<file path="config.mk">
export PLATFORM = sky130hd
export DESIGN_NAME = gcc_cfg
export DESIGN_NICKNAME = d
export VERILOG_FILES = /design/src/gcc_pkg.sv /design/src/gcc_cfg.sv
export SDC_FILE = /design/constraint.sdc
export NUM_CORES = 1
export LEC_CHECK = 0
export BUFFER_PORTS_ARGS = -buffer_cell sky130_fd_sc_hd__buf_2
export CORE_MARGIN = 3
export CORE_UTILIZATION = 48
export DETAILED_ROUTE_END_ITERATION = 12
export PLACE_DENSITY = 0.72
export SYNTH_ARGS = -nofsm -noshare
export SYNTH_HDL_FRONTEND = slang
export SYNTH_SLANG_ARGS = --single-unit
export TNS_END_PERCENT = 10
</file>
<file path="constraint.sdc">
create_clock -name clk -period 8.5 [get_ports clk]
set_clock_uncertainty 0.15 [all_clocks]
set_input_delay 0.85 -clock clk [delete_from_list [all_inputs] [get_ports clk]]
set_output_delay 0.85 -clock clk [all_outputs]
set_load 0.01 [all_outputs]
</file>
<file path="src/gcc_pkg.sv">
// Shared types, constants and the reciprocal table for the greedy coin change block.
package gcc_pkg;

	// Field widths.
	localparam int AMT_W     = 16;
	localparam int COIN_W    = 6;
	localparam int CNT_W     = 16;
	localparam int STATUS_W  = 2;

	// Coin slot register file.
	localparam int SLOT_CNT   = 8;
	localparam int SLOT_IDX_W = 3;
	localparam int RANK_W     = 3;

	localparam int NUM_COINS_DEF = 8;

	localparam logic [COIN_W-1:0] COIN_MAX  = 6'd50;
	localparam logic [COIN_W-1:0] COIN_ONE  = 6'd1;
	localparam logic [COIN_W-1:0] COIN_NONE = 6'd0;

	// Quotient by reciprocal: q = (n * ceil(2^22 / d)) >> 22 is exact for 16-bit n, d < 64.
	localparam int RCP_W     = 23;
	localparam int RCP_SHIFT = 22;
	localparam int PROD_W    = AMT_W + RCP_W;
	localparam int QD_W      = CNT_W + COIN_W;

	// Result status codes.
	typedef enum logic [STATUS_W-1:0] {
		ST_OK       = 2'd0,
		ST_BAD_SET  = 2'd1,
		ST_ZERO_AMT = 2'd2
	} status_t;

	// What travels alongside the counts from one denomination stage to the next.
	typedef struct packed {
		logic                 vld;
		status_t              status;
		logic [AMT_W-1:0]     rest;
	} lane_t;

	// Reciprocal table, rounded up; unused and out-of-range values give zero.
	function automatic logic [RCP_W-1:0] recip(input logic [COIN_W-1:0] d);
		logic [RCP_W-1:0] r;
		case (d)
			6'd1:    r = 23'd4194304;
			6'd2:    r = 23'd2097152;
			6'd3:    r = 23'd1398102;
			6'd4:    r = 23'd1048576;
			6'd5:    r = 23'd838861;
			6'd6:    r = 23'd699051;
			6'd7:    r = 23'd599187;
			6'd8:    r = 23'd524288;
			6'd9:    r = 23'd466034;
			6'd10:   r = 23'd419431;
			6'd11:   r = 23'd381301;
			6'd12:   r = 23'd349526;
			6'd13:   r = 23'd322639;
			6'd14:   r = 23'd299594;
			6'd15:   r = 23'd279621;
			6'd16:   r = 23'd262144;
			6'd17:   r = 23'd246724;
			6'd18:   r = 23'd233017;
			6'd19:   r = 23'd220753;
			6'd20:   r = 23'd209716;
			6'd21:   r = 23'd199729;
			6'd22:   r = 23'd190651;
			6'd23:   r = 23'd182362;
			6'd24:   r = 23'd174763;
			6'd25:   r = 23'd167773;
			6'd26:   r = 23'd161320;
			6'd27:   r = 23'd155345;
			6'd28:   r = 23'd149797;
			6'd29:   r = 23'd144632;
			6'd30:   r = 23'd139811;
			6'd31:   r = 23'd135301;
			6'd32:   r = 23'd131072;
			6'd33:   r = 23'd127101;
			6'd34:   r = 23'd123362;
			6'd35:   r = 23'd119838;
			6'd36:   r = 23'd116509;
			6'd37:   r = 23'd113360;
			6'd38:   r = 23'd110377;
			6'd39:   r = 23'd107547;
			6'd40:   r = 23'd104858;
			6'd41:   r = 23'd102301;
			6'd42:   r = 23'd99865;
			6'd43:   r = 23'd97542;
			6'd44:   r = 23'd95326;
			6'd45:   r = 23'd93207;
			6'd46:   r = 23'd91181;
			6'd47:   r = 23'd89241;
			6'd48:   r = 23'd87382;
			6'd49:   r = 23'd85599;
			6'd50:   r = 23'd83887;
			default: r = '0;
		endcase
		return r;
	endfunction

endpackage

</file>
<file path="src/gcc_cfg.sv">
// Coin slot registers and the sorted list of distinct denominations derived from them.
module gcc_cfg #(
	parameter int NUM_COINS = gcc_pkg::NUM_COINS_DEF
) (
	input  logic                                     clk,
	input  logic                                     arst_n,
	input  logic                                     wr_en,
	input  logic [gcc_pkg::SLOT_IDX_W-1:0]           wr_index,
	input  logic [gcc_pkg::COIN_W-1:0]               wr_data,
	output logic [NUM_COINS-1:0][gcc_pkg::COIN_W-1:0] denom,
	output logic                                     bad
);
	import gcc_pkg::*;

	logic [COIN_W-1:0]                 coin_q [SLOT_CNT];
	logic [NUM_COINS-1:0][COIN_W-1:0]  denom_d;
	logic [NUM_COINS-1:0][COIN_W-1:0]  denom_q;
	logic                              bad_d;
	logic                              bad_q;
	logic [NUM_COINS-1:0]              used;
	logic [NUM_COINS-1:0]              first;
	logic [RANK_W-1:0]                 rank [NUM_COINS];
	logic                              have_one;
	logic                              over_max;

	// Slot registers; after reset only slot 0 holds a coin of value one.
	always_ff @(posedge clk or negedge arst_n) begin
		if (!arst_n) begin
			for (int s = 0; s < SLOT_CNT; s++) begin
				coin_q[s] <= (s == 0) ? COIN_ONE : COIN_NONE;
			end
		end else if (wr_en) begin
			coin_q[wr_index] <= wr_data;
		end
	end

	// Rank every first occurrence of a value by how many distinct values exceed it.
	always_comb begin
		used     = '0;
		first    = '0;
		have_one = 1'b0;
		over_max = 1'b0;
		for (int i = 0; i < NUM_COINS; i++) begin
			used[i] = (coin_q[i] != COIN_NONE);
			if (used[i] && coin_q[i] > COIN_MAX) begin
				over_max = 1'b1;
			end
			if (coin_q[i] == COIN_ONE) begin
				have_one = 1'b1;
			end
		end
		for (int i = 0; i < NUM_COINS; i++) begin
			first[i] = used[i];
			for (int j = 0; j < NUM_COINS; j++) begin
				if (j < i && used[j] && coin_q[j] == coin_q[i]) begin
					first[i] = 1'b0;
				end
			end
		end
		for (int i = 0; i < NUM_COINS; i++) begin
			rank[i] = '0;
			for (int j = 0; j < NUM_COINS; j++) begin
				if (first[j] && coin_q[j] > coin_q[i]) begin
					rank[i] = rank[i] + 1'b1;
				end
			end
		end
		for (int r = 0; r < NUM_COINS; r++) begin
			denom_d[r] = COIN_NONE;
			for (int i = 0; i < NUM_COINS; i++) begin
				if (first[i] && rank[i] == RANK_W'(r)) begin
					denom_d[r] = coin_q[i];
				end
			end
		end
		bad_d = over_max || !have_one;
	end

	// The sorted list follows the slots in the next cycle.
	always_ff @(posedge clk or negedge arst_n) begin
		if (!arst_n) begin
			for (int r = 0; r < NUM_COINS; r++) begin
				denom_q[r] <= (r == 0) ? COIN_ONE : COIN_NONE;
			end
			bad_q <= 1'b0;
		end else begin
			denom_q <= denom_d;
			bad_q   <= bad_d;
		end
	end

	assign denom = denom_q;
	assign bad   = bad_q;

endmodule

</file>
[Word level (Yosys, flattened, before mapping)]
Cells that the tools add are included.
Operators by class
  divide/modulo/power cells: 0
  shift-type cells: 0
  add/sub/neg operators: 56
  bitwise operators: 1
  order comparisons: 74
  mux-type cells: 175
  eq/ne operators: 92
  multiply operators: 0
  reduce and logical (&&, ||, !) cells: 183
Operator list (number)
  two-way mux 6 bit: 65
  > comparator 6 bit: 64
  adder 3 x 1 -> 3 bit, second input constant: 56
  == test 6 bit: 28
  two-way mux 3 bit: 56
  logical AND 1 bit: 165
  == test 3 bit, second input constant: 32
  two-way mux 1 bit: 52
  bitwise mux 48 bit: 1
  == test 3 x 2 -> 1 bit, second input constant: 16
  == test 6 x 1 -> 1 bit, second input constant: 8
  > comparator 6 bit, second input constant: 8
  nonzero test 6 bit: 8
  == test 3 x 1 -> 1 bit, second input constant: 8
  zero test 3 bit: 8
  demux 6 bit (select 3 bit): 1
  greater-or-equal comparator 4 bit, second input constant: 1
  less-than comparator 4 x 1 -> 1 bit, second input constant: 1
  NOT 3 -> 4 bit: 1
  zero test 1 bit: 1
  logical OR 1 bit: 1
Word-level totals
  memory bits (read-only): 0
  bits in latches: 0
  word-level logic and storage cells: 598
  memories kept: 0
  flip-flop bits (word level): 97
  input bits: 12
  output and inout bits: 49
  RAM bits: 0

[Logic depth before layout (Yosys ltp)]
  word-level depth: 27
  mapped depth: 34
  depth with buffers taken out: 30

[Worst setup path before layout]
OpenSTA, ideal clock, no wires.
  path kind: reg-to-reg
  from: register coin_q[47] (netlist name)
  to: register denom_q, in the netlist denom[0]
  buffers on the path: 4
  required time: 8.245 ns
  cell stages (with the launch flop): 33
  setup time: 0.105 ns
  period minus slack after synthesis: 7.306 ns
  data arrival time: 7.051 ns
  setup slack: 1.194 ns
  cell sequence: dfrtp_1 -> clkbuf_1 -> or4_1 -> or3_1 -> buf_6 -> a21o_1 -> buf_6 -> nor2_1 -> nand2_1 -> inv_1 -> ha_1 -> or4_4 -> nand2_1 -> ha_1 -> nor4_1 -> a31oi_1 -> ha_1 -> and3_1 -> a21o_1 -> ha_1 -> or3_1 -> nor2b_1 -> ha_1 -> nand2_1 -> nor3_1 -> xnor2_1 -> xnor2_1 -> buf_2 -> nand2_1 -> nor2_1 -> a31o_2 -> o21ai_0 -> a222oi_1
RTL lines
  start, declared: RTL line gcc_cfg.sv:15  | logic [COIN_W-1:0] coin_q [SLOT_CNT];
  start signal, assigned by index: RTL line gcc_cfg.sv:30  | coin_q[s] <= (s == 0) ? COIN_ONE : COIN_NONE;
  start signal, assigned by index: RTL line gcc_cfg.sv:33  | coin_q[wr_index] <= wr_data;
  end signal, assigned by index: RTL line gcc_cfg.sv:83  | denom_q[r] <= (r == 0) ? COIN_ONE : COIN_NONE;
  end signal, assigned: RTL line gcc_cfg.sv:87  | denom_q <= denom_d;
  end, declared: RTL line gcc_cfg.sv:17  | logic [NUM_COINS-1:0][COIN_W-1:0] denom_q;

==> run metrics <==
synthesis-to-finish area growth 10.35%; via count 17050; met3 Resource Use GR 16.03%; startpoint types flop; Crit Path Max Fanout 13; I/O pin cnt 61; worst-case reg-to-reg path depth 28; Final TNS setup 0 ns; vias in the first global route 16110; Clock Path Buffers 2; Top delay family on crit path simple AND/OR/NAND/NOR gates; Slew Limit Fails 0; number of max-cap violations 0; worst-skew pair later-pin latency 0.37 ns; layer with the highest usage met2; grt total ovfl 0; DRC viols 0; Seq/Total Area, Yosys 16.61%; crit path buf inv count 1; crit-path most repeated cell ha_1; Starting DRT DRC Count 3061; syn_area_per_cell 8.065 um2; Final period util 96.22%; CTS tree yes; status finished, final reports clean; EDFF count, synth 0; Unique masters post-synth 98; Tot GR Track Use 45.80%; HP Class in2async; RR Startpoint coin_q[41]$_DFFE_PN0P_; largest net degree at the start of global routing 72; syn_nets 2042; row count 63; simple logic cell fraction of the synthesized area 24.20%; crit path time final 8.178 ns; Root Buffer clkbuf_16; Final setup viols 0; share of cells above drive strength 1 14.75%; hpwl dp 58540 um; Crit Path Category reg2reg; Crit. End Element flop; max_slew headroom 20.07%; xor/xnor share of the synthesized area 5.636%; Die Area 32610 um2; post-CTS setup buffers 0; core area 29870 um2; Mapped Area 14630 um2; Yosys warning count 0; Synth Area in Compound Gates 26.96%; post-synthesis cell count 1814; wire per inst 33.60 um; # port buffers 60; critical path required time 8.59 ns; Worst R2R End denom[19]$_DFF_PN0_; met1 Use GR 58.72%; measured slew at the worst slew-check pin 1.199 ns; DRT Pass-1 Iters 10; unrepaired setup endpoints after global routing false; RePlAce Congestion 1.145; CTS clock-pin slew for the worst setup and hold paths 0.07 ns; Synth Area in Adders 18.47%; Ant. Diodes 0; vias per cell 7.429; area occupied by multi-input gates 11400 um2; Antenna Nets Post-Route 0; met2 usage in global routing 65.35%; Layout Nets 2128; antenna violations before repair 0; Die Span X 180.6 um; die height 180.6 um; clock sink total 97; Initial Util 48.97%; post-synthesis mux area share 2.583%; largest stage delay on the critical path 0.84 ns; Filler cells 2865; final hold vios 0; worst path arrival time 8.27 ns; commonest register cell after synthesis dfrtp_1; H-tree depth 3; FMAX 122.3 MHz; main combinational cell family by area after synthesis compound AO/OA/AOI/OAI gates; global-route wire length before repair 110100 um; Critical-path top delay cell dfrtp_1; r2r setup slk 0.32 ns; Yosys reg bits 97; Num CTS Buffers 9; DRT Wirelength 77110 um; post-synthesis async set-or-reset flop share 100.0%; sequential cell area 2430 um2
## placed cells by master, fill, tap and decap left out, types with 26 or more instances in the layout
cell type | synthesis | layout
a211oi_1 | 52 | 52
a21o_1 | 42 | 42
a21oi_1 | 87 | 87
a31oi_1 | 28 | 28
and3_1 | 30 | 30
buf_2 | 15 | 59
buf_4 | 2 | 111
dfrtp_1 | 95 | 95
ha_1 | 216 | 216
inv_1 | 102 | 102
mux2_2 | 27 | 27
nand2_1 | 173 | 173
nand3_1 | 70 | 70
nand4_1 | 47 | 47
nor2_1 | 87 | 87
nor3_1 | 52 | 51
o211ai_1 | 26 | 26
o21ai_0 | 78 | 77
o22ai_1 | 33 | 33
or3_1 | 29 | 29
xnor2_1 | 34 | 34
## timing repair
action / in CTS / in global routing
gates resized for setup: 0 / 1
hold buffers: 0 / 0
setup endpoints to repair: 0 / 23
## flip-flops by register name, indices dropped and copies added (netlist names)
signal	flops
coin_q	48
denom	48
bad	1
## logic make-up (layout without fill, tap and decap cells)
kind of cell	after synthesis	after routing
AND/OR/NAND/NOR	646	646
multiplexers	34	34
buffers and inverters	197	288
XOR/XNOR	73	73
adder cells (fa/ha/maj)	216	216
flip-flops	97	97
AO/OA/AOI/OAI	551	551
## layer usage
layer | wire length, um | share of wire (%) | up-vias
met5 | 0 | 0 | -
met4 | 6532 | 8.5 | 0
met3 | 10740 | 14 | 423
met2 | 30700 | 40 | 1290
met1 | 29130 | 38 | 8154
li1 | - | - | 7183
## cells in the mapped netlist (42+ instances only)
| cell | n | area share, % |
|---|---|---|
| nand3_1 | 70 | 2.4 |
| o21ai_0 | 78 | 2.7 |
| nor3_1 | 52 | 1.8 |
| clkbuf_1 | 68 | 1.7 |
| nand4_1 | 47 | 2.0 |
| ha_1 | 216 | 18 |
| nor2_1 | 87 | 2.2 |
| a21o_1 | 42 | 2.2 |
| a21oi_1 | 87 | 3.0 |
| nand2_1 | 173 | 4.4 |
| dfrtp_1 | 95 | 16 |
| a211oi_1 | 52 | 2.7 |
| inv_1 | 102 | 2.6 |
## area by class of cell
type                    count  share of cell area (%)
flip-flops and latches     97                   15.05
well taps                 390                   3.023
clock inverters             7                  0.5348
clock buffers               9                   1.395
repair buffers            170                   6.991
multi-input cells        1520                   70.63
inverters                 102                   2.372
## worst max path at each step
stage                           startpoint                  end  slack (ns)  depth (start not counted)
detailed placement  coin_q[41]$_DFFE_PN0P_  denom[12]$_DFF_PN0_        0.47                         28
global route        coin_q[41]$_DFFE_PN0P_  denom[18]$_DFF_PN0_        0.05                         28
global placement    coin_q[41]$_DFFE_PN0P_  denom[20]$_DFF_PN0_        0.56                         28
CTS                 coin_q[41]$_DFFE_PN0P_  denom[12]$_DFF_PN0_        0.44                         28
floorplan           coin_q[47]$_DFFE_PN0P_   denom[0]$_DFF_PN1_        1.19                         32
finish              coin_q[41]$_DFFE_PN0P_  denom[19]$_DFF_PN0_        0.32                         28
## worst reg2reg max path: cells and delay by family, from the launching register on
kind / cells / cell delay (ns)
buffers and inverters: 1 / 0.26
AO/OA/AOI/OAI: 7 / 1.46
adder cells (fa/ha/maj): 6 / 1.86
AND/OR/NAND/NOR: 14 / 3.50
flip-flops: 1 / 0.84
## metrics by stage
stage / area [um2] / hold slack, ns / instances / util (%) / setup WS, ns
after floorplan: 14630 / 0.4044 / 1814 / - / 1.194
after global placement: 15830 / 0.5245 / 2279 / 52.98 / 0.5604
after detailed placement: 15830 / 0.5270 / 2279 / 52.98 / 0.4705
after CTS: 16140 / 0.2424 / 2295 / 54.02 / 0.4379
after global routing: 16140 / 0.2565 / 2295 / 54.04 / 0.04538
final: 16140 / 0.2389 / 2295 / 54.04 / 0.3216
Power is left out: the tool's default activity adds up to more than one toggle a clock period on the data nets, which glitch-free logic cannot reach.
