===== config.mk =====
export PLATFORM = sky130hd
export DESIGN_NAME = gcc_rank
export DESIGN_NICKNAME = d
export VERILOG_FILES = /design/src/gcc_pkg.sv /design/src/gcc_rank.sv
export SDC_FILE = /design/constraint.sdc
export NUM_CORES = 1
export LEC_CHECK = 0
export ABC_AREA = 0
export BUFFER_PORTS_ARGS = -buffer_cell sky130_fd_sc_hd__buf_2
export CAP_MARGIN = 20
export CORE_MARGIN = 5
export CORE_UTILIZATION = 55
export DETAILED_ROUTE_END_ITERATION = 6
export PLACE_DENSITY = 0.86
export SLEW_MARGIN = 15
export SYNTH_ARGS = -nofsm -noshare
export SYNTH_HDL_FRONTEND = slang
export SYNTH_SLANG_ARGS = --single-unit

===== constraint.sdc =====
create_clock -name clk -period 11.1 [get_ports clk]
set_input_delay 0.555 -clock clk [delete_from_list [all_inputs] [get_ports clk]]
set_output_delay 0.555 -clock clk [all_outputs]
set_load 0.05 [all_outputs]

===== src/gcc_pkg.sv =====
// Shared types, constants and the reciprocal table for the greedy coin change block.
package gcc_pkg;

	// Field widths.
	localparam int AMT_W     = 16;
	localparam int COIN_W    = 6;
	localparam int CNT_W     = 16;
	localparam int STATUS_W  = 2;

	// Coin slot register file.
	localparam int SLOT_CNT   = 8;
	localparam int SLOT_IDX_W = 3;
	localparam int RANK_W     = 3;

	localparam int NUM_COINS_DEF = 8;

	localparam logic [COIN_W-1:0] COIN_MAX  = 6'd50;
	localparam logic [COIN_W-1:0] COIN_ONE  = 6'd1;
	localparam logic [COIN_W-1:0] COIN_NONE = 6'd0;

	// Quotient by reciprocal: q = (n * ceil(2^22 / d)) >> 22 is exact for 16-bit n, d < 64.
	localparam int RCP_W     = 23;
	localparam int RCP_SHIFT = 22;
	localparam int PROD_W    = AMT_W + RCP_W;
	localparam int QD_W      = CNT_W + COIN_W;

	// Result status codes.
	typedef enum logic [STATUS_W-1:0] {
		ST_OK       = 2'd0,
		ST_BAD_SET  = 2'd1,
		ST_ZERO_AMT = 2'd2
	} status_t;

	// What travels alongside the counts from one denomination stage to the next.
	typedef struct packed {
		logic                 vld;
		status_t              status;
		logic [AMT_W-1:0]     rest;
	} lane_t;

	// Reciprocal table, rounded up; unused and out-of-range values give zero.
	function automatic logic [RCP_W-1:0] recip(input logic [COIN_W-1:0] d);
		logic [RCP_W-1:0] r;
		case (d)
			6'd1:    r = 23'd4194304;
			6'd2:    r = 23'd2097152;
			6'd3:    r = 23'd1398102;
			6'd4:    r = 23'd1048576;
			6'd5:    r = 23'd838861;
			6'd6:    r = 23'd699051;
			6'd7:    r = 23'd599187;
			6'd8:    r = 23'd524288;
			6'd9:    r = 23'd466034;
			6'd10:   r = 23'd419431;
			6'd11:   r = 23'd381301;
			6'd12:   r = 23'd349526;
			6'd13:   r = 23'd322639;
			6'd14:   r = 23'd299594;
			6'd15:   r = 23'd279621;
			6'd16:   r = 23'd262144;
			6'd17:   r = 23'd246724;
			6'd18:   r = 23'd233017;
			6'd19:   r = 23'd220753;
			6'd20:   r = 23'd209716;
			6'd21:   r = 23'd199729;
			6'd22:   r = 23'd190651;
			6'd23:   r = 23'd182362;
			6'd24:   r = 23'd174763;
			6'd25:   r = 23'd167773;
			6'd26:   r = 23'd161320;
			6'd27:   r = 23'd155345;
			6'd28:   r = 23'd149797;
			6'd29:   r = 23'd144632;
			6'd30:   r = 23'd139811;
			6'd31:   r = 23'd135301;
			6'd32:   r = 23'd131072;
			6'd33:   r = 23'd127101;
			6'd34:   r = 23'd123362;
			6'd35:   r = 23'd119838;
			6'd36:   r = 23'd116509;
			6'd37:   r = 23'd113360;
			6'd38:   r = 23'd110377;
			6'd39:   r = 23'd107547;
			6'd40:   r = 23'd104858;
			6'd41:   r = 23'd102301;
			6'd42:   r = 23'd99865;
			6'd43:   r = 23'd97542;
			6'd44:   r = 23'd95326;
			6'd45:   r = 23'd93207;
			6'd46:   r = 23'd91181;
			6'd47:   r = 23'd89241;
			6'd48:   r = 23'd87382;
			6'd49:   r = 23'd85599;
			6'd50:   r = 23'd83887;
			default: r = '0;
		endcase
		return r;
	endfunction

endpackage


===== src/gcc_rank.sv =====
// One denomination of the greedy split: a reciprocal multiply stage and a remainder stage.
module gcc_rank #(
	parameter int NUM_COINS = gcc_pkg::NUM_COINS_DEF,
	parameter int RANK      = 0
) (
	input  logic                                    clk,
	input  logic                                    arst_n,
	input  logic                                    adv,
	input  gcc_pkg::lane_t                          in_lane,
	input  logic [NUM_COINS-1:0][gcc_pkg::CNT_W-1:0] in_cnt,
	input  logic [gcc_pkg::COIN_W-1:0]              denom,
	output gcc_pkg::lane_t                          out_lane,
	output logic [NUM_COINS-1:0][gcc_pkg::CNT_W-1:0] out_cnt
);
	import gcc_pkg::*;

	logic [PROD_W-1:0]               prod;
	logic [QD_W-1:0]                 qd;
	logic [NUM_COINS-1:0][CNT_W-1:0] cnt_nx;

	logic                            vld_s1;
	status_t                         status_s1;
	logic [AMT_W-1:0]                rest_s1;
	logic [CNT_W-1:0]                quo_s1;
	logic [NUM_COINS-1:0][CNT_W-1:0] cnt_s1;

	logic                            vld_s2;
	status_t                         status_s2;
	logic [AMT_W-1:0]                rest_s2;
	logic [NUM_COINS-1:0][CNT_W-1:0] cnt_s2;

	// Quotient of the remaining amount by this denomination.
	assign prod = PROD_W'(in_lane.rest) * PROD_W'(recip(denom));

	always_ff @(posedge clk or negedge arst_n) begin
		if (!arst_n) begin
			vld_s1 <= 1'b0;
		end else if (adv) begin
			vld_s1 <= in_lane.vld;
		end
	end

	always_ff @(posedge clk) begin
		if (adv) begin
			status_s1 <= in_lane.status;
			rest_s1   <= in_lane.rest;
			quo_s1    <= prod[RCP_SHIFT +: CNT_W];
			cnt_s1    <= in_cnt;
		end
	end

	// Take the coins out of the amount and record how many were used.
	assign qd = QD_W'(quo_s1) * QD_W'(denom);

	always_comb begin
		cnt_nx       = cnt_s1;
		cnt_nx[RANK] = quo_s1;
	end

	always_ff @(posedge clk or negedge arst_n) begin
		if (!arst_n) begin
			vld_s2 <= 1'b0;
		end else if (adv) begin
			vld_s2 <= vld_s1;
		end
	end

	always_ff @(posedge clk) begin
		if (adv) begin
			status_s2 <= status_s1;
			rest_s2   <= rest_s1 - qd[AMT_W-1:0];
			cnt_s2    <= cnt_nx;
		end
	end

	assign out_lane = '{vld: vld_s2, status: status_s2, rest: rest_s2};
	assign out_cnt  = cnt_s2;

endmodule


# Yosys cells after proc, flatten, opt, wreduce, memory -nomap -nowiden

Memories as Yosys holds them, arrays and structs flattened.
Index checks and enable logic that the tools add are counted.

Add/subtract/negate cells: 1
Multipliers: 2

Operator list:

| cell                                           | count |
|---|---|
| 16-bit by 23-bit multiplier with 38-bit output | 1 |
| 16-bit by 6-bit multiplier with 16-bit output  | 1 |
| 16-bit subtractor                              | 1 |

Bits in registers: 294
ROM bits: 1472
Memories kept: 1

Memories:

| name            | depth | bits a word | read ports | clocked after Yosys merged registers in | wr ports | line          | RTL |
|---|---|---|---|---|---|---|---|
| (no name shown) | 64    | 23          | 1          | 0                                       | 0        | gcc_pkg.sv:44 | `case (d)` |

# Depth between registers and ports, before layout

Gate-level depths: netlist (run 1).

Depth after elaboration: 2
Depth in mapped cells: 33

# Worst setup path after synthesis (run 1)

No wires, ideal clock.

Kind: input to register
Start: input port denom[1] (netlist bit)
End: register quo_s1[14], data pin
Library setup time: 0.262 ns
Data arrival time: 7.670 ns
Path slack: 3.168 ns
Stages on the path: 31
Path through: clkbuf_1 inv_1 ha_1 buf_2 inv_1 nor2_1 a21oi_1 a211oi_1 clkbuf_1 nand2_1 fa_1 inv_1 fa_1 inv_1 fa_1 inv_1 fa_1 fa_1 inv_1 fa_1 inv_1 ha_1 a21o_1 a21o_1 a21o_1 a21o_1 a22oi_1 a31oi_1 nor3_1 o21bai_1 xor2_1

Word-level cells in the longest chain between the ends: 2

Ends and longest elaborated chain:

| what                                           | line           | RTL |
|---|---|---|
| from (decl)                                    | gcc_rank.sv:11 | `input logic [gcc_pkg::COIN_W-1:0] denom,` |
| memory read 64 x 23 bit                        | --             |  |
| 16-bit by 23-bit multiplier with 38-bit output | gcc_rank.sv:33 | `assign prod = PROD_W'(in_lane.rest) * PROD_W'(recip(denom));` |
| named net prod[36]                             | gcc_rank.sv:17 | `logic [PROD_W-1:0] prod;` |
| to (signal assigned)                           | gcc_rank.sv:47 | `quo_s1 <= prod[RCP_SHIFT +: CNT_W];` |
| to (decl)                                      | gcc_rank.sv:24 | `logic [CNT_W-1:0] quo_s1;` |

The timed path passes the listed nets, and every way through them passes these cells.
A chain may end at the register's enable or synchronous reset.

# Final worst setup path (run 1)

Ends and elaborated chain as after synthesis.

==> results.py, run 1 <==
metrics = {
    "global_route": {
        "number_of_global_route_vias_before_repair": 17710,
        "track_usage_pct": 25.42,
        "congestion_overflow_gr": 0,
        "antenna_found_initial": 11,
        "global_route_wire_length_before_repair_um": 95190,
        "grt_start_max_net_pins": 131,
    },
    "yosys": {
        "synthDistinctLibCells": 76,
        "yosysWarningCount": 0,
        "ys_ff_latch": 294,
        "simple_gate_portion_of_the_synthesized_area_pct": 12.66,
        "average_size_of_a_mapped_cell_sq_um": 11.25,
        "yosys-mux-area-fraction_pct": 0.4352,
        "postSynthCellCount": 2146,
        "postSynth.asyncResetShare_pct": 0.6803,
        "yosysSeqAreaShare_pct": 36.51,
        "combinational_family_with_the_most_area_after_synthesis": "adder cells",
        "synth_xor_xnor_area_share_pct": 1.523,
        "post-synth-top-area-fraction_pct": 36.31,
        "synth.area.top_cells": "edfxtp_1 (36%), fa_1 (29%), ha_1 (7.1%), inv_1 (6.0%), nand2_1 (5.0%)",
        "mappedNetlistNets": 2785,
        "synth_top_cell_by_area": "edfxtp_1",
        "synth_edf_count": 292,
        "synth_flop_cell": "edfxtp_1",
        "mappedNetlistArea_sq_um": 24150,
        "synth_adder_area_share_pct": 35.78,
        "area_fraction_in_compound_gates_after_synthesis_pct": 5.460,
    },
    "hold_path": {
        "hold_path_class": "in -> reg",
    },
    "setup_path": {
        "worst-path-buf-inv": 5,
        "worstSetupPathType": "in -> reg",
        "worst_setup_path_end_kind": "flip-flop",
        "cp_data_arrival_time_ns": 9.38,
        "cp_max_fo": 31,
        "critical_path.slowest_cell": "a31oi_2",
        "r2r_setup_slack_ns": 6.14,
        "path_delay_family": "adder cells",
        "critPathRequiredTime_ns": 11.41,
        "start_kind": "input pin",
        "cp_common_cell": "fa_1",
        "worst_path_largest_cell_delay_ns": 0.85,
    },
    "place": {
        "dp_hpwl_um": 45670,
        "dp_worst_setup_slack_ns": 1.359,
        "io_buffer_count": 286,
        "dpl.cell_count": 2943,
        "place.gp.congestion": 0.9319,
    },
    "sta": {
        "clock-skew-final_ns": 0.02977,
        "clock.fmax_ghz": 0.1103,
        "maxSlewViolCount": 0,
        "report.final.setup_viol": 0,
        "relSlewSlack_pct": 27.05,
        "hold_viol": 0,
        "rsz0062_at_grt": "no",
        "final_min_period_over_clock_period_pct": 81.71,
        "layout_min_cycle_time_ns": 9.070,
        "final.setup.worst_slack_ns": 2.030,
        "actual_transition_at_the_worst_max_transition_pin_ns": 1.091,
        "fin_tns_setup_ns": 0,
    },
    "cells_and_area": {
        "total_number_of_nets_in_the_final_design": 3027,
        "multi_input_comb_area_sq_um": 13520,
        "area_delta_synth_final_pct": 12.50,
        "num-fill-cells": 3152,
        "final_util_pct": 62.80,
        "reg_area_sq_um": 8818,
        "drive_above_1_share_pct": 15.53,
        "post_layout_nonfiller_instances": 2996,
    },
    "clock_tree": {
        "cts_inserted_buffers": 26,
        "tritoncts": "done",
        "post_cts.repair.setup_buffers": 0,
        "cts.repair.resized": 0,
        "cts_root_buffer": "clkbuf_16",
        "worst_setup_hold_path_clk_slew_ns": 0.07,
        "cts-htree-levels": 1,
        "cts_max_path_bufs": 3,
        "clock_insertion_delay_worst_skew_ns": 0.55,
        "cts_sinks": 294,
        "cts-hold-fix-buffers": 1,
    },
    "floorplanning": {
        "fp.dieW_um": 219.6,
        "die_height_um": 219.6,
        "core_area_sq_um": 43270,
        "placement_rows": 76,
        "effective_utilization_at_floorplan_pct": 55.82,
        "die_area_sq_um": 48200,
        "pin_count": 303,
    },
    "detailed_routing": {
        "first_pass_iters": 6,
        "drt-initial-drc-count": 1386,
        "drtAntennaViolNets": 0,
        "wirelength_um": 61610,
        "drc_errors": 0,
        "via_count": 16800,
        "wl_per_cell_um": 20.56,
        "avg_vias_per_cell": 5.607,
    },
    "run_status": {
        "status": "finished, final reports clean",
    },
    "flow_run": {
        "drv.max_cap_violation_count": 0,
    },
}
sequential cells by signal, indices dropped and copies added, names as in the netlist:
name       count
vld_s1         1
vld_s2         1
status_s2      2
status_s1      2
rest_s2       16
out_cnt      128
rest_s1       16
cnt_nx       112
quo_s1        16
path summary, 6_finish.rpt:
check	start	endpoint	cells after the start
setup / recovery	denom[1]	quo_s1[14]	29
hold reg to reg	cnt_nx[114]	out_cnt[114]	0
setup reg to reg	quo_s1[5]	rest_s2[15]	14
max in group asynchronous	arst_n	vld_s1	2
min in group asynchronous	arst_n	vld_s2	2
hold / removal	in_cnt[78]	cnt_nx[78]	1
kinds of logic after synthesis:
kind of cell / Yosys count
simple gates: 639
buf+inv: 483
fa+ha+maj: 483
flops: 294
compound gates: 195
xor+xnor: 42
mux: 10
stage by stage:
step | area [sq um] | hold WS [ns]
6_report | 27170 | 0.1820
5_1_grt | 27170 | 0.1581
4_1_cts | 27150 | 0.1541
3_5_place_dp | 26130 | 0.3456
3_3_place_gp | 26130 | 0.3399
2_1_floorplan | 24150 | 0.2594
layout make-up:
cell class,count,area share [%]
clock inverters,20,1.220
inverters,387,5.346
flip-flops and latches,294,32.46
well taps,585,2.694
repair buffers,310,5.991
clock buffers,28,2.500
diodes,3,0.02763
multi-input cells,1369,49.77
synth_stat cells, types with 3 or more instances:
master and count:
inv_1 387, fa_1 346, nand2_1 319, edfxtp_1 292, and2_1 177, ha_1 137
clkbuf_1 79, nor2_1 54, a21oi_1 50, o21ai_0 41, xnor2_1 32, nor3_1 19
a21o_1 17, nor2b_1 13, a211oi_1 12, nand3_1 12, nand2b_1 11, buf_2 10
xor2_1 10, a31oi_1 8, and3_1 7, nand4_1 7, mux2i_1 6, a21boi_0 5
nor3b_1 5, o211ai_1 5, o21bai_1 5, buf_1 4, mux2_2 4, o21a_1 4
o22ai_1 4, a311oi_1 3, o211a_1 3, o311ai_0 3, o32ai_1 3
cell usage in the layout (no fill, tap or decap), types with 7 or more instances in the layout:
cell	instances
inv_1	387
fa_1	346
nand2_1	319
edfxtp_1	292
buf_2	285
and2_1	177
ha_1	137
nor2_1	54
a21oi_1	49
o21ai_0	41
xnor2_1	32
clkbuf_16	27
buf_4	22
nor3_1	19
a21o_1	17
nor2b_1	13
a211oi_1	12
nand3_1	12
nand2b_1	11
xor2_1	10
bufinv_16	8
and3_1	7
nand4_1	7
metal layers:
layer | up-vias | track usage [%] | wire length (um)
li1 | 7292 | - | -
met1 | 8413 | 29.92 | 21480
met2 | 888 | 45.95 | 31760
met3 | 195 | 5.413 | 5893
met4 | 10 | 9.336 | 2417
met5 | - | 0 | 56
Power of run 1 is not shown: default switching activity piles up to over one toggle a cycle in this logic, so the estimate is an artifact.
==> inputs of run 2 (changes only) <==
--- a/config.mk
+++ b/config.mk
@@ -9,9 +9,9 @@
 export BUFFER_PORTS_ARGS = -buffer_cell sky130_fd_sc_hd__buf_2
 export CAP_MARGIN = 20
 export CORE_MARGIN = 5
-export CORE_UTILIZATION = 55
+export CORE_UTILIZATION = 54
 export DETAILED_ROUTE_END_ITERATION = 6
-export PLACE_DENSITY = 0.86
+export PLACE_DENSITY = 0.88
 export SLEW_MARGIN = 15
 export SYNTH_ARGS = -nofsm -noshare
 export SYNTH_HDL_FRONTEND = slang
==> constraint.sdc (replaced) <==
create_clock -name clk -period 7.75 [get_ports clk]
set_input_delay 0.3875 -clock clk [delete_from_list [all_inputs] [get_ports clk]]
set_output_delay 0.3875 -clock clk [all_outputs]
set_load 0.05 [all_outputs]
==> run 2 against run 1 <==
  * The run now ends with DRC left
  * Via count increased by 2.1%
  * Flip-flop and latch count unchanged
  * Core utilization increased by 0.59 points
  * Die area increased by 1.8%
  * Routed wire length increased by 2.8%
  * Clock skew decreased by 0.015 ns
  * Critical path depth increased by 1
  * Count of clock-buffer cells in the layout increased by 1
  * Hold slack got worse by 0.15 ns
  * Cell count increased by 4.3%
==> results.py, run 2 (synthesis results as in run 1) <==
metrics = {
    "run_status": {
        "status": "complete, but fails checks",
        "failed_checks": "DRC",
    },
    "clock_tree": {
        "cts_sinks": 294,
        "cts_max_path_bufs": 3,
        "clock_insertion_delay_worst_skew_ns": 0.54,
        "cts-htree-levels": 1,
        "cts_inserted_buffers": 26,
        "worst_setup_hold_path_clk_slew_ns": 0.06,
        "cts_root_buffer": "clkbuf_16",
        "tritoncts": "done",
    },
    "place": {
        "dp_hpwl_um": 50680,
        "place.gp.congestion": 0.9378,
        "io_buffer_count": 286,
    },
    "floorplanning": {
        "pin_count": 303,
        "die_area_sq_um": 49060,
        "effective_utilization_at_floorplan_pct": 54.62,
        "core_area_sq_um": 44220,
        "fp.dieW_um": 221.5,
        "placement_rows": 77,
        "die_height_um": 221.5,
    },
    "sta": {
        "layout_min_cycle_time_ns": 7.505,
        "report.final.setup_viol": 0,
        "clock-skew-final_ns": 0.01435,
        "fin_tns_setup_ns": 0,
        "relSlewSlack_pct": 33.79,
        "actual_transition_at_the_worst_max_transition_pin_ns": 0.9932,
        "clock.fmax_ghz": 0.1332,
        "hold_viol": 0,
        "maxSlewViolCount": 0,
        "rsz0062_at_grt": "yes",
        "final.hold.worst_slack_ns": 0.02783,
        "final_min_period_over_clock_period_pct": 96.84,
    },
    "detailed_routing": {
        "drtAntennaViolNets": 0,
        "wl_per_cell_um": 20.27,
        "wirelength_um": 63350,
        "first_pass_iters": 7,
        "drt-initial-drc-count": 1471,
        "avg_vias_per_cell": 5.489,
        "via_count": 17150,
        "drc_errors": 1,
    },
    "setup_path": {
        "cp_max_fo": 10,
        "start_kind": "input pin",
        "cp_data_arrival_time_ns": 7.79,
        "ff2ff_path_depth": 13,
        "critical_path.reg2reg.startpoint": "quo_s1[2]",
        "worstSetupPathType": "in -> reg",
        "critPathRequiredTime_ns": 8.03,
        "critical_path.slowest_cell": "fa_1",
        "r2r_setup_slack_ns": 2.90,
        "end_of_the_worst_register_to_register_path": "rest_s2[15]",
        "worst_setup_path_end_kind": "flip-flop",
        "worst_path_largest_cell_delay_ns": 0.53,
    },
    "cells_and_area": {
        "num-fill-cells": 3215,
        "layout.cells.most_common_list": "inv_1 (387), fa_1 (346), nand2_1 (319), edfxtp_1 (292), buf_2 (285)",
        "largest_register_ff_count": 128,
        "drive_above_1_share_pct": 19.53,
        "final_util_pct": 63.39,
        "area_delta_synth_final_pct": 16.06,
        "total_number_of_nets_in_the_final_design": 3149,
        "most_common_cell_after_layout_fill_and_taps_aside": "inv_1",
    },
    "hold_path": {
        "hold_path_class": "in -> reg",
        "min_delay_worst_endpoint": "cnt_nx[18]",
        "worstHoldStart": "in_cnt[18]",
        "worst_hold_path.num_cells": 1,
    },
    "global_route": {
        "congestion_overflow_gr": 0,
        "global_route_wire_length_before_repair_um": 100700,
        "track_usage_pct": 25.72,
        "grt_start_max_net_pins": 207,
        "number_of_global_route_vias_before_repair": 18520,
        "antenna_found_initial": 9,
    },
    "flow_run": {
        "drv.max_cap_violation_count": 0,
    },
}
==> run 2: metal layers <==
metal | share of wire (%) | track usage, % | up-vias
met3 | 8.7 | 4.572 | 196
li1 | - | - | 7535
met1 | 37 | 32.28 | 8468
met5 | 0.021 | 0 | -
met2 | 50 | 45.13 | 952
met4 | 4.0 | 9.286 | 2
==> run 2: per-stage QoR <==
| stage | area [sq um] | worst slack, ns | std cells |
|---|---|---|---|
| final | 28030 | 0.2452 | 3125 |
| after global routing | 28030 | -0.04181 | 3123 |
| after CTS | 27990 | 0.2469 | 3120 |
| after detailed placement | 27100 | -0.2789 | 3072 |
| after global placement | 27100 | -0.2014 | 3072 |
| after floorplan | 24160 | 0.005548 | 2146 |
==> run 2: worst max path at each step <==
stage          startpoint    endpoint  slack (ns)  cells after the start
2_1_floorplan    denom[1]  quo_s1[14]       0.006                     30
3_3_place_gp     denom[0]  quo_s1[15]       -0.20                     31
3_5_place_dp     denom[0]   quo_s1[7]       -0.28                     31
4_1_cts          denom[0]   quo_s1[7]        0.25                     31
5_1_grt          denom[0]   quo_s1[9]       -0.04                     34
6_report         denom[0]   quo_s1[7]        0.25                     30
==> run 2: cell type report <==
class                           instances  area, sq um  area share, %
Tap cell                              592        740.7          2.643
Antenna cell                            4        10.01        0.03571
Multi-Input combinational cell       1369        13520          48.23
Clock buffer                           29        683.2          2.437
Inverter                              387         1453          5.182
Sequential cell                       294         8818          31.46
Timing Repair Buffer                  432         2615          9.329
Clock inverter                         18        190.2         0.6785
==> run 2: repair_timing <==
item,CTS,global route
endpoints found under the hold margin,2,0
endpoints found under the setup margin,0,9
hold buffers,1,0
gates resized for setup,0,7
setup buffers,0,1
==> run 2: worst max-delay path: cells and delay by family <==
kind                       cells  cell delay (ns)
AOI/OAI and AO/OA              6             1.24
xor gates and xnor gates       1             0.12
adders and majority gates      8             3.68
buffers and inverters         11             1.54
and+or+nand+nor                4             0.82
Power of run 2 is left out for the same reason.
